## config.mk

```make
export PLATFORM = sky130hd
export DESIGN_NAME = hsv_dominant_color_classifier_unit
export DESIGN_NICKNAME = d
export VERILOG_FILES = /design/src/rtl/hdcc_pkg.sv /design/src/rtl/hsv_dominant_color_classifier_unit.sv
export SDC_FILE = /design/constraint.sdc
export NUM_CORES = 1
export LEC_CHECK = 0
export BUFFER_PORTS_ARGS = -buffer_cell sky130_fd_sc_hd__buf_4
export CAP_MARGIN = 20
export CORE_MARGIN = 2
export CORE_UTILIZATION = 51
export DETAILED_ROUTE_END_ITERATION = 8
export PLACE_DENSITY = 0.7
export SYNTH_ARGS = -nofsm -noshare
export SYNTH_HDL_FRONTEND = slang
export SYNTH_SLANG_ARGS = --single-unit
```

## constraint.sdc

```tcl
create_clock -name clk -period 3.8 [get_ports clk]
set_input_delay 0.38 -clock clk [delete_from_list [all_inputs] [get_ports clk]]
set_output_delay 0.38 -clock clk [all_outputs]
set_load 0.02 [all_outputs]
```

## src/rtl/hdcc_pkg.sv

```systemverilog
// Shared types, constants and helpers for the HSV dominant colour classifier.
// No dependencies; used by the top level and its checker.
package hdcc_pkg;

	// Field widths
	localparam int unsigned CH_W    = 8;
	localparam int unsigned CNT_W   = 21;
	localparam int unsigned RANGE_W = 48;
	localparam int unsigned IDX_W   = 2;
	localparam int unsigned S_TDATA_W = 24;
	localparam int unsigned M_TDATA_W = 72;

	// Counter ceiling: lesser of the frame size limit and the counter range
	localparam int unsigned MAX_FRAME_PIXELS = 1048576;
	localparam int unsigned CNT_FULL = (1 << CNT_W) - 1;
	localparam logic [CNT_W-1:0] CNT_CAP =
		CNT_W'((MAX_FRAME_PIXELS < CNT_FULL) ? MAX_FRAME_PIXELS : CNT_FULL);

	// Result colour codes
	typedef enum logic [1:0] {
		COLOR_UNKNOWN = 2'd0,
		COLOR_RED     = 2'd1,
		COLOR_YELLOW  = 2'd2,
		COLOR_GREEN   = 2'd3
	} color_t;

	// Configuration register indexes
	typedef enum logic [IDX_W-1:0] {
		REG_RED_LOW  = 2'd0,
		REG_RED_HIGH = 2'd1,
		REG_YELLOW   = 2'd2,
		REG_GREEN    = 2'd3
	} reg_idx_t;

	// Box register, h_min in the lowest byte
	typedef struct packed {
		logic [CH_W-1:0] v_max;
		logic [CH_W-1:0] s_max;
		logic [CH_W-1:0] h_max;
		logic [CH_W-1:0] v_min;
		logic [CH_W-1:0] s_min;
		logic [CH_W-1:0] h_min;
	} box_t;

	// Reset boxes
	localparam box_t RED_LOW_RST  = 48'hFFFF0A646400;
	localparam box_t RED_HIGH_RST = 48'hFFFFB46464A0;
	localparam box_t YELLOW_RST   = 48'hFFFF28646414;
	localparam box_t GREEN_RST    = 48'hFFFF50646432;

	// Pixel as it arrives on the input word
	typedef struct packed {
		logic [CH_W-1:0] brightness;
		logic [CH_W-1:0] saturation;
		logic [CH_W-1:0] hue;
	} pixel_t;

	// Result word, colour code in the lowest bits
	typedef struct packed {
		logic [6:0]       pad;
		logic [CNT_W-1:0] green_total;
		logic [CNT_W-1:0] yellow_total;
		logic [CNT_W-1:0] red_total;
		color_t           color_code;
	} result_t;

	// Inclusive box test; an inverted box matches nothing
	function automatic logic in_box(input box_t b, input pixel_t p);
		in_box = (p.hue >= b.h_min) && (p.saturation >= b.s_min) &&
			(p.brightness >= b.v_min) && (p.hue <= b.h_max) &&
			(p.saturation <= b.s_max) && (p.brightness <= b.v_max);
	endfunction

	// Saturating increment
	function automatic logic [CNT_W-1:0] bump(input logic [CNT_W-1:0] c);
		bump = (c < CNT_CAP) ? c + CNT_W'(1) : CNT_CAP;
	endfunction

endpackage

```

## src/rtl/hsv_dominant_color_classifier_unit.sv

```systemverilog
// Top level of the HSV dominant colour classifier: box tests, counters, result stage.
// Depends on hdcc_pkg.
//
// Usage:
//   Pixels enter on the s_ stream: one word per pixel, s_tlast marks the
//   last pixel of a frame. Each pixel is tested against two red boxes, a
//   yellow box and a green box; matches bump saturating 21-bit counters.
//   After the last pixel one result word leaves on the m_ stream: the
//   winning colour (strictly greatest count, else unknown) and the three
//   totals; the counters then restart from zero for the next frame. The user must
//   write boxes through cfg_we/cfg_idx/cfg_data only while the block idles; unenforced.
// Throughput and result path:
//   One pixel per cycle sustained while s_tready is high. The last pixel of a frame
//   and then its result pass the input register, box-test register, totals register
//   and output register; the result word shows on m_tvalid from the output register.
// Reset:
//   arst_n clears all valid flags and counters and loads the default boxes.
// Stall:
//   When m_tready is low the result holds; pixels keep flowing until a frame
//   end waits in the box-test stage behind results held in the totals and
//   output stages, then s_tready drops once the input register is full too.
module hsv_dominant_color_classifier_unit (
	input  logic                                clk,
	input  logic                                arst_n,
	// cfg: register write port
	input  logic                                cfg_we,
	input  logic [hdcc_pkg::IDX_W-1:0]          cfg_idx,
	input  logic [hdcc_pkg::RANGE_W-1:0]        cfg_data,
	// pixel stream
	input  logic                                s_tvalid,
	output logic                                s_tready,
	input  logic [hdcc_pkg::S_TDATA_W-1:0]      s_tdata,   // hue, saturation, brightness
	input  logic                                s_tlast,   // last_pixel
	// result stream
	output logic                                m_tvalid,
	input  logic                                m_tready,
	output logic [hdcc_pkg::M_TDATA_W-1:0]      m_tdata    // color_code, red_total,
	                                                       // yellow_total, green_total, zero pad
);

	// Box registers
	hdcc_pkg::box_t red_low_q, red_high_q, yellow_q, green_q;

	always_ff @(posedge clk or negedge arst_n) begin
		if (!arst_n) begin
			red_low_q  <= hdcc_pkg::RED_LOW_RST;
			red_high_q <= hdcc_pkg::RED_HIGH_RST;
			yellow_q   <= hdcc_pkg::YELLOW_RST;
			green_q    <= hdcc_pkg::GREEN_RST;
		end else if (cfg_we) begin
			unique case (hdcc_pkg::reg_idx_t'(cfg_idx))
				hdcc_pkg::REG_RED_LOW:  red_low_q  <= cfg_data;
				hdcc_pkg::REG_RED_HIGH: red_high_q <= cfg_data;
				hdcc_pkg::REG_YELLOW:   yellow_q   <= cfg_data;
				hdcc_pkg::REG_GREEN:    green_q    <= cfg_data;
				default: ;
			endcase
		end
	end

	// Stage flags and handshake chain
	logic valid_s1, last_s1;
	hdcc_pkg::pixel_t pix_s1;
	logic valid_s2, last_s2, red_hit_s2, yellow_hit_s2, green_hit_s2;
	logic valid_s3;
	logic [hdcc_pkg::CNT_W-1:0] red_s3, yellow_s3, green_s3;
	logic out_valid_q;
	hdcc_pkg::result_t out_q;

	logic out_free, s3_free, s2_move, s2_free, s1_free;

	assign out_free = !out_valid_q || m_tready;
	assign s3_free  = !valid_s3 || out_free;
	assign s2_move  = valid_s2 && (!last_s2 || s3_free);
	assign s2_free  = !valid_s2 || s2_move;
	assign s1_free  = !valid_s1 || s2_free;
	assign s_tready = s1_free;

	// Input register
	always_ff @(posedge clk or negedge arst_n) begin
		if (!arst_n) begin
			valid_s1 <= 1'b0;
		end else if (s1_free) begin
			valid_s1 <= s_tvalid;
		end
	end

	always_ff @(posedge clk) begin
		if (s1_free && s_tvalid) begin
			pix_s1  <= hdcc_pkg::pixel_t'(s_tdata);
			last_s1 <= s_tlast;
		end
	end

	// Box tests
	always_ff @(posedge clk or negedge arst_n) begin
		if (!arst_n) begin
			valid_s2 <= 1'b0;
		end else if (s2_free) begin
			valid_s2 <= valid_s1;
		end
	end

	always_ff @(posedge clk) begin
		if (s2_free && valid_s1) begin
			last_s2       <= last_s1;
			red_hit_s2    <= hdcc_pkg::in_box(red_low_q, pix_s1) ||
				hdcc_pkg::in_box(red_high_q, pix_s1);
			yellow_hit_s2 <= hdcc_pkg::in_box(yellow_q, pix_s1);
			green_hit_s2  <= hdcc_pkg::in_box(green_q, pix_s1);
		end
	end

	// Counters; frame end hands the totals on and restarts them
	logic [hdcc_pkg::CNT_W-1:0] red_cnt_q, yellow_cnt_q, green_cnt_q;
	logic [hdcc_pkg::CNT_W-1:0] red_nxt, yellow_nxt, green_nxt;

	assign red_nxt    = red_hit_s2    ? hdcc_pkg::bump(red_cnt_q)    : red_cnt_q;
	assign yellow_nxt = yellow_hit_s2 ? hdcc_pkg::bump(yellow_cnt_q) : yellow_cnt_q;
	assign green_nxt  = green_hit_s2  ? hdcc_pkg::bump(green_cnt_q)  : green_cnt_q;

	always_ff @(posedge clk or negedge arst_n) begin
		if (!arst_n) begin
			red_cnt_q    <= '0;
			yellow_cnt_q <= '0;
			green_cnt_q  <= '0;
		end else if (s2_move) begin
			if (last_s2) begin
				red_cnt_q    <= '0;
				yellow_cnt_q <= '0;
				green_cnt_q  <= '0;
			end else begin
				red_cnt_q    <= red_nxt;
				yellow_cnt_q <= yellow_nxt;
				green_cnt_q  <= green_nxt;
			end
		end
	end

	// Totals stage
	always_ff @(posedge clk or negedge arst_n) begin
		if (!arst_n) begin
			valid_s3 <= 1'b0;
		end else if (s3_free) begin
			valid_s3 <= s2_move && last_s2;
		end
	end

	always_ff @(posedge clk) begin
		if (s3_free && s2_move && last_s2) begin
			red_s3    <= red_nxt;
			yellow_s3 <= yellow_nxt;
			green_s3  <= green_nxt;
		end
	end

	// Winner: strictly greatest count, else unknown
	hdcc_pkg::color_t code;

	always_comb begin
		priority if (red_s3 > yellow_s3 && red_s3 > green_s3)
			code = hdcc_pkg::COLOR_RED;
		else if (yellow_s3 > red_s3 && yellow_s3 > green_s3)
			code = hdcc_pkg::COLOR_YELLOW;
		else if (green_s3 > red_s3 && green_s3 > yellow_s3)
			code = hdcc_pkg::COLOR_GREEN;
		else
			code = hdcc_pkg::COLOR_UNKNOWN;
	end

	// Output register
	always_ff @(posedge clk or negedge arst_n) begin
		if (!arst_n) begin
			out_valid_q <= 1'b0;
		end else if (out_free) begin
			out_valid_q <= valid_s3;
		end
	end

	always_ff @(posedge clk) begin
		if (out_free && valid_s3) begin
			out_q.pad          <= '0;
			out_q.color_code   <= code;
			out_q.red_total    <= red_s3;
			out_q.yellow_total <= yellow_s3;
			out_q.green_total  <= green_s3;
		end
	end

	assign m_tvalid = out_valid_q;
	assign m_tdata  = out_q;

endmodule

```

==> results_dict.tcl, run 1 <==
set metrics [dict create \
    htreeDepth 2 \
    regArea_mm2 0.0113 \
    max_stage_delay_ns 0.53 \
    clock-root-buffer "clkbuf_16" \
    reg2regPathDepth 8 \
    crit_family "compound AO/OA/AOI/OAI gates" \
    gp_congestion 0.897 \
    final_util_pct 60.0 \
    row_count 76 \
    hold_viol_final 0 \
    grt_antenna_before_repair 0 \
    timing.rr.start "pix_s1[16]$_DFFE_PP_" \
    tightest_slew_ns 0.902 \
    grt_max_degree 117 \
    clk_pin_slew_ns 0.06 \
    skew_ns 0.0209 \
    cp_num_buf_inv 1 \
    fp.dieH_um 213 \
    worstSetupPathType "register to register" \
    drc 0 \
    fillers 3464 \
    p_leak_nw 11.7 \
    power_mw 12.3 \
    grt-ovfl-total 0 \
    synth_most_common_cell "ha_1" \
    clkLatencyLatePin_ns 0.58 \
    cp_num_cells 8 \
    max-slew-margin-rel_pct 39.9 \
    nNetsFinal 2456 \
    numPortBuffers 146 \
    cts_buffers 45 \
    worstPathArrival_ns 2.87 \
    dieArea_mm2 0.0453 \
    critPathLaunchType "register" \
    max-clock-path-buffers 3 \
    path_max_fanout 8 \
    crit_path_end_kind "register" \
    grt_pass1_wl_um 81600 \
    drive_gt1_share_pct 24.1 \
    hold_class "input pin to register" \
    clkSinkCount 416 \
    endpoint "yellow_hit_s2$_DFFE_PP_" \
    synth_top_cell_area_share_pct 21.2 \
    wl_per_cell_um 18.7 \
    max_freq_mhz 387 \
    cts_setup_buffers 0 \
    syn_area_per_cell_um2 11.5 \
    synth_common_cells "ha_1, inv_1, edfxtp_1" \
    status "completed" \
    synth_seq_area_share_pct 50.9 \
    timing.rr.end "yellow_hit_s2$_DFFE_PP_" \
    drtPass1Iterations 5 \
    dp_hpwl_um 37200 \
    start_util_pct 51.6 \
    synth_area_mm2 0.0222 \
    power_density_mw_per_mm2 478 \
    finalSetupViolCount 0 \
    areaGrowthSynthToFinish_pct 16.2 \
    synth_area_leaders "edfxtp_1, dfrtp_1, ha_1, dfstp_2, mux2_2" \
    stdcell_count 2741 \
    min_period_over_period_pct 67.9 \
    slew_viol_final 0 \
    rsz0062_at_grt "false" \
    synth_top_area_cell "edfxtp_1" \
    drv_cap 0 \
    ys_ff_latch 416 \
    synth_flop_cell "edfxtp_1" \
    fin_crit_ns 2.58 \
    synth_cell_type_count 73 \
    first_global_vias 15400 \
    ys_warn_count 0 \
    dp.cells 2629 \
    die_w_um 213 \
    routed_wl_um 51400 \
    ios 154 \
    peakVddDrop_mv 0.352 \
    multi_input_area_mm2 0.00982 \
    startpoint "pix_s1[16]$_DFFE_PP_" \
    slowest_stage "o41ai_1" \
    cts_tree "built" \
    fp.coreArea_mm2 0.0431 \
    first_iter_violations 938 \
    synthCells 1932 \
    hold_ws_ns 0.0413 \
    path_cells "inv_1 > ha_1 > nand2b_1 > a21o_1 > a21oi_1 > o21ai_0 > o41ai_1 > nor4_1" \
    grt_util_all_layers_pct 23.1 \
    viasPerCell 5.52 \
    async_flop_share_pct 62.3 \
    fin_setup_tns_ns 0 \
    reg2reg_slack_ns 1.22 \
    vias 15100 \
    synth_edf_count 157 \
    crit_required_ns 4.09 \
    antenna_left 0 \
]
cells in the final DEF, fill, tap and decap left out, types with 5 or more instances in the layout:
cell	synthesis	final
nor2b_1	22	20
nor2_1	88	87
xnor2_1	16	16
nor3_1	6	6
a22o_1	29	29
clkinv_2	0	6
o31ai_1	14	14
and4_1	11	11
dlygate4sd3_1	0	25
and3_1	13	13
o21ai_0	103	103
edfxtp_1	157	157
and2_1	12	12
clkbuf_16	0	45
conb_1	1	7
ha_1	258	258
inv_1	232	232
clkbuf_8	0	14
clkbuf_1	28	10
nand2_1	117	117
nand2b_1	30	30
dfstp_2	105	105
a211oi_1	11	11
nand3_1	35	34
nand3b_1	6	6
dfrtp_1	154	154
o2111ai_1	5	5
o22ai_1	21	21
a31oi_1	13	13
a21o_1	26	26
o211ai_1	7	7
xor2_1	27	27
a21oi_1	81	81
o21a_1	15	15
buf_4	9	160
mux2_2	156	156
nand4_1	38	38
worst min path at each step:
| stage | startpoint | end | depth (start not counted) |
|---|---|---|---|
| after floorplan | arst_n | green_cnt_q[0]$_DFFE_PN0P_ | 0 |
| after global placement | last_s1$_DFFE_PP_ | last_s2$_DFFE_PP_ | 0 |
| after detailed placement | last_s1$_DFFE_PP_ | last_s2$_DFFE_PP_ | 0 |
| after CTS | s_tlast | last_s1$_DFFE_PP_ | 1 |
| after global routing | s_tlast | last_s1$_DFFE_PP_ | 1 |
| final | cfg_data[15] | red_low_q[15]$_DFFE_PN0P_ | 3 |
cell type report:
type	count	area share (%)
diodes	1	0.00969
clock buffers	69	5.25
clock inverters	15	0.552
inverters	232	3.37
multi-input cells	1231	38.0
flip-flops and latches	416	43.8
well taps	585	2.83
repair buffers	192	6.15
kinds of logic (layout without fill, tap and decap cells):
kind of cell             Yosys count  in the layout  share of synthesized area [%]
AO/OA/AOI/OAI                    355            355                           10.1
AND/OR/NAND/NOR                  408            408                           9.50
flip-flops                       416            416                           50.9
adder cells (fa/ha/maj)          258            258                           14.5
other                              1              8                         0.0169
multiplexers                     160            160                           8.08
XOR/XNOR                          43             43                           1.69
buffers and inverters            291            508                           5.17
tightest hold or removal path, stage by stage:
cell and delay [ns]:
buf_4 0.10, nand2_1 0.04, o21ai_0 0.06
state kept, by name, summed over array words and instances (netlist names), 24 cells and up:
register and flops:
green_q 48, m_tdata 65, pix_s1 24, red_high_q 48
red_low_q 48, yellow_q 48
what timing repair did:
action                                 in CTS  in global routing
endpoints found under the hold margin      65                  0
gates resized for setup                     0                  0
hold buffers                               25                  0
power breakdown:
part | leakage (nW) | internal (mW) | switching [mW]
combinational | 6.36 | 1.04 | 1.22
sequential | 4.56 | 5.36 | 0.326
clock | 0.744 | 2.60 | 1.79
total | 11.7 | 9.00 | 3.34
stage by stage:
step	worst slack, ns	cell area [um^2]
after CTS	1.24	25800
after global placement	1.29	24000
after floorplan	0.801	22300
after global routing	1.13	25800
after detailed placement	1.28	24000
final	1.22	25800
layer usage:
metal	routed length (um)	global-route usage, %	vias to the layer above
met5	0	0	-
met4	1270	6.68	0
met3	2090	3.29	81
met2	24800	39.1	341
met1	23200	31.1	7455
li1	-	-	7264
Note: power is estimated with default switching activity, not from simulation.
==> run 2, diff against run 1 <==
--- a/config.mk
+++ b/config.mk
@@ -10,7 +10,7 @@
 export CORE_MARGIN = 2
 export CORE_UTILIZATION = 51
 export DETAILED_ROUTE_END_ITERATION = 8
-export PLACE_DENSITY = 0.7
+export PLACE_DENSITY = 0.67
 export SYNTH_ARGS = -nofsm -noshare
 export SYNTH_HDL_FRONTEND = slang
 export SYNTH_SLANG_ARGS = --single-unit
==> constraint.sdc (replaced) <==
create_clock -name clk -period 2.5 [get_ports clk]
set_input_delay 0.25 -clock clk [delete_from_list [all_inputs] [get_ports clk]]
set_output_delay 0.25 -clock clk [all_outputs]
set_load 0.02 [all_outputs]
==> run 2 against run 1 <==
Clock power up 60%. Register-to-register slack worse by 1.1 ns. Largest cell class unchanged. Highest routed layer is now met5. Hold slack better by 0.056 ns. Clock-buffer cell count down 8. Design area up 3.0%. Sequential share of layout area down 1.3 points. Largest power group unchanged. Critical path depth down 1.
==> results_dict.tcl, run 2 (same netlist as run 1, synthesis figures left out) <==
set metrics [dict create \
    max-slew-margin-rel_pct 45.0 \
    areaGrowthSynthToFinish_pct 19.7 \
    stdcell_count 2814 \
    hold_class "input pin to register" \
    mostFrequentLayoutCells "ha_1, inv_1, buf_4" \
    cp_num_buf_inv 0 \
    drc 0 \
    path_max_fanout 8 \
    crit_path_end_kind "register" \
    final_util_pct 61.8 \
    gp_congestion 0.866 \
    fin_setup_tns_ns 0 \
    met1Wirelength_um 23600 \
    post_cts_resized 0 \
    max-clock-path-buffers 3 \
    routed_wl_um 52900 \
    drtPass1Iterations 5 \
    first_iter_violations 727 \
    path_cells "ha_1 > a21o_1 > a2111oi_0 > o21ai_0 > nor4bb_1 > nand4_1 > o22ai_1" \
    drv_cap 0 \
    ios 154 \
    stdcell_area_mm2 0.0266 \
    peakVddDrop_mv 0.567 \
    largest_reg_flops 65 \
    viasPerCell 5.45 \
    p_leak_nw 12.0 \
    fin_crit_ns 2.34 \
    vias 15300 \
    numPortBuffers 146 \
    cts_setup_buffers 0 \
    htreeDepth 2 \
    clkLatencyLatePin_ns 0.59 \
    nNetsFinal 2530 \
    slew_viol_final 0 \
    die_w_um 213 \
    finalSetupViolCount 0 \
    clk_pin_slew_ns 0.06 \
    grt_max_degree 85 \
    crit_required_ns 2.83 \
    min_period_over_period_pct 93.6 \
    power_density_mw_per_mm2 723 \
    antenna_left 0 \
    max_stage_delay_ns 0.53 \
    crit_family "compound AO/OA/AOI/OAI gates" \
    critPathLaunchType "register" \
    antenna_cells 0 \
    wl_per_cell_um 18.8 \
    highest_layer "met5" \
    status "completed" \
    dp_hpwl_um 38100 \
    layout_commonest_cell "ha_1" \
    hold_viol_final 0 \
    place_area_mm2 0.0243 \
    grt_util_all_layers_pct 24.4 \
    first_global_vias 15800 \
    grt_pass1_wl_um 85100 \
    worstSetupPathType "register to register" \
    clock-root-buffer "clkbuf_16" \
    power_mw 19.2 \
    clkSinkCount 416 \
    rsz0062_at_grt "false" \
    dp.cells 2655 \
    fp.coreArea_mm2 0.0431 \
    tightest_slew_ns 0.825 \
    cts_buffers 45 \
    grt-ovfl-total 0 \
    worstPathArrival_ns 2.67 \
    row_count 76 \
    start_util_pct 51.6 \
    max_freq_mhz 427 \
    fp.dieH_um 213 \
    skew_ns 0.0183 \
    dieArea_mm2 0.0453 \
    drive_gt1_share_pct 24.5 \
    grt_antenna_before_repair 1 \
    slowest_stage "edfxtp_1" \
    met2_length_um 25400 \
    wl_met3_um 2440 \
    cts_tree "built" \
]
==> run 2: changes by cell type in the layout (fill, tap and decap cells not counted), moves of 2 or more <==
cell,previous run,this run
dlygate4sd3_1,25,75
buf_4,160,181
clkbuf_8,14,5
buf_12,4,9
bufinv_16,2,6
clkinv_2,6,10
clkinv_1,4,1
clkinvlp_4,0,3
inv_6,2,0
==> run 2: worst paths after layout <==
check	from	end	slack [ns]	cells after the start
max reg2reg	pix_s1[19]$_DFFE_PP_	red_hit_s2$_DFFE_PP_	0.16	7
max in group asynchronous	arst_n	green_q[1]$_DFFE_PN1P_	1.43	3
min in group asynchronous	arst_n	yellow_q[12]$_DFFE_PN0P_	0.18	2
min reg2reg	red_s3[1]$_DFFE_PP_	m_tdata[3]$_DFFE_PP_	0.46	0
min	m_tready	valid_s2$_DFFE_PN0P_	0.1	4
max	pix_s1[19]$_DFFE_PP_	red_hit_s2$_DFFE_PP_	0.16	7
==> run 2: area by class of cell <==
class                           count  area, um^2
Clock inverter                     23         304
Multi-Input combinational cell   1231        9820
Tap cell                          585         732
Fill cell                        3489       16500
Sequential cell                   416       11300
Inverter                          232         871
Timing Repair Buffer              266        2300
Clock buffer                       61        1260
==> run 2: report_power, final <==
group          total (mW)  switching [mW]  internal, mW
Combinational        3.62            1.94          1.68
Clock                7.02            2.84          4.18
Sequential           8.61           0.463          8.14
Total                19.2            5.23          14.0
==> run 2: through the flow <==
step                      worst slack, ns  hold slack [ns]
after floorplan                     0.191          -0.0456
after global placement              0.154            0.211
after detailed placement            0.164            0.210
after CTS                           0.164           0.0519
after global routing               0.0140           0.0946
final                               0.160           0.0971
==> run 2: repair_timing <==
item | in CTS | in global routing
endpoints found under the hold margin | 266 | 0
hold buffers | 75 | 0
setup endpoints to repair | 0 | 0
==> run 2: per-layer routing <==
metal	GRT usage (%)	up-vias
met5	0	-
met4	7.74	2
met3	4.32	100
met2	41.0	335
met1	32.1	7482
li1	-	7405
==> run 2: worst min-delay path, cell delays in order <==
cell and delay (ns):
buf_4 0.08, nor2b_1 0.10, nand4_1 0.15, nand2b_1 0.06
==> run 3, diff against run 2 <==
--- a/config.mk
+++ b/config.mk
@@ -7,10 +7,12 @@
 export LEC_CHECK = 0
 export BUFFER_PORTS_ARGS = -buffer_cell sky130_fd_sc_hd__buf_4
 export CAP_MARGIN = 20
+export CELL_PAD_IN_SITES_DETAIL_PLACEMENT = 1
+export CELL_PAD_IN_SITES_GLOBAL_PLACEMENT = 1
 export CORE_MARGIN = 2
-export CORE_UTILIZATION = 51
+export CORE_UTILIZATION = 50
 export DETAILED_ROUTE_END_ITERATION = 8
-export PLACE_DENSITY = 0.67
+export PLACE_DENSITY = 0.79
 export SYNTH_ARGS = -nofsm -noshare
 export SYNTH_HDL_FRONTEND = slang
 export SYNTH_SLANG_ARGS = --single-unit
==> run 3 against run 2 <==
Routed wire length is 23% higher. Global-route usage is 4.1 points higher. Fmax is 3.5% lower. First-iteration DRC count is 32% higher. Via count is 5.7% higher. Die area is 2.0% higher. Design area hardly changed. Register-to-register slack worse by 0.09 ns. Largest cell class unchanged.
==> results_dict.tcl, run 3 (same netlist as run 1, synthesis figures left out) <==
set metrics [dict create \
    first_global_vias 18200 \
    hold_class "input pin to register" \
    worst_slack_ns 0.0742 \
    largest_reg_flops 65 \
    antenna_left 0 \
    worstPathArrival_ns 2.82 \
    areaGrowthSynthToFinish_pct 19.7 \
    grt_util_all_layers_pct 28.5 \
    drv_cap 0 \
    drc 0 \
    die_w_um 215 \
    finalSetupViolCount 0 \
    layout_commonest_cell "ha_1" \
    tightest_slew_ns 0.864 \
    ios 154 \
    place_area_mm2 0.0243 \
    final_util_pct 60.5 \
    rsz0062_at_grt "false" \
    first_iter_violations 959 \
    max-clock-path-buffers 3 \
    nNetsFinal 2537 \
    grt_antenna_before_repair 0 \
    grt_max_degree 91 \
    crit_path_end_kind "register" \
    viasPerCell 5.73 \
    htreeDepth 2 \
    grt-ovfl-total 0 \
    mostFrequentLayoutCells "ha_1, inv_1, buf_4" \
    antenna_cells 0 \
    status "completed" \
    wl_per_cell_um 23.0 \
    fp.coreArea_mm2 0.0440 \
    hold_viol_final 0 \
    numPortBuffers 146 \
    clkLatencyLatePin_ns 0.60 \
    vias 16200 \
    worstSetupPathType "register to register" \
    cts_buffers 46 \
    crit_required_ns 2.89 \
    stdcell_count 2829 \
    min_period_over_period_pct 97.0 \
    slew_viol_final 0 \
    dp_hpwl_um 44300 \
    row_count 77 \
    place_ws_ns -0.0223 \
    max-slew-margin-rel_pct 42.4 \
    fp.dieH_um 215 \
    drive_gt1_share_pct 24.7 \
    clock-root-buffer "clkbuf_16" \
    stdcell_area_mm2 0.0266 \
    skew_ns 0.0252 \
    start_util_pct 50.5 \
    clk_pin_slew_ns 0.06 \
    dp.cells 2663 \
    cts_tree "built" \
    grt_pass1_wl_um 103000 \
    path_max_fanout 8 \
    clkSinkCount 416 \
    p_leak_nw 12.0 \
    drtPass1Iterations 5 \
    fin_crit_ns 2.43 \
    critPathLaunchType "register" \
    gp_congestion 0.868 \
    dieArea_mm2 0.0462 \
    peakVddDrop_mv 0.535 \
    power_density_mw_per_mm2 731 \
    max_freq_mhz 412 \
    power_mw 19.5 \
    routed_wl_um 65000 \
]
## run 3: layer usage
| metal | global-route usage (%) | wire, um | vias to the layer above |
|---|---|---|---|
| li1 | - | - | 7429 |
| met4 | 11.9 | 2360 | 0 |
| met3 | 3.68 | 2260 | 135 |
| met5 | 0 | 0 | - |
| met2 | 51.3 | 33700 | 383 |
| met1 | 34.3 | 26700 | 8253 |
## run 3: worst max-delay path, cell delays in order, from the launching register on
cell and delay (ns):
edfxtp_1 0.57, ha_1 0.40, nor2b_1 0.14, o21ai_0 0.20
nand2b_1 0.11, a21oi_2 0.26, o2111ai_1 0.26, nor4_1 0.29
## run 3: final cells by class
| cell class | instances | area [um^2] |
|---|---|---|
| clock buffers | 67 | 1320 |
| fillers | 4512 | 17400 |
| flip-flops and latches | 416 | 11300 |
| well taps | 592 | 741 |
| repair buffers | 272 | 2340 |
| clock inverters | 19 | 188 |
| inverters | 232 | 875 |
| multi-input cells | 1231 | 9830 |
## run 3: per-stage QoR
| step | setup TNS [ns] | hold slack (ns) |
|---|---|---|
| 5_1_grt | 0 | 0.0713 |
| 3_5_place_dp | -0.0223 | 0.318 |
| 3_3_place_gp | 0 | 0.314 |
| 2_1_floorplan | 0 | -0.0456 |
| 4_1_cts | 0 | 0.0952 |
| 6_report | 0 | 0.0810 |
## run 3: what timing repair did
action / CTS / global route
hold buffers: 75 / 0
cloned: 0 / 0
gates resized for setup: 1 / 4
setup endpoints to repair: 1 / 4
setup buffers: 0 / 5
endpoints found under the hold margin: 244 / 0
## run 3: final timing paths
path	to	cells after the start	slack, ns	from
max reg2reg	yellow_hit_s2$_DFFE_PP_	7	0.07	pix_s1[17]$_DFFE_PP_
min	valid_s3$_DFFE_PN0P_	3	0.08	m_tready
min in group asynchronous	green_q[9]$_DFFE_PN0P_	2	0.25	arst_n
max in group asynchronous	yellow_q[46]$_DFFE_PN1P_	3	1.43	arst_n
min reg2reg	last_s2$_DFFE_PP_	0	0.43	last_s1$_DFFE_PP_
max	yellow_hit_s2$_DFFE_PP_	7	0.07	pix_s1[17]$_DFFE_PP_
## run 3: power by group
group | switching (mW) | total (mW) | internal [mW]
registers | 0.531 | 8.68 | 8.15
clock network | 2.91 | 6.90 | 3.99
logic | 2.16 | 3.90 | 1.74
total | 5.60 | 19.5 | 13.9
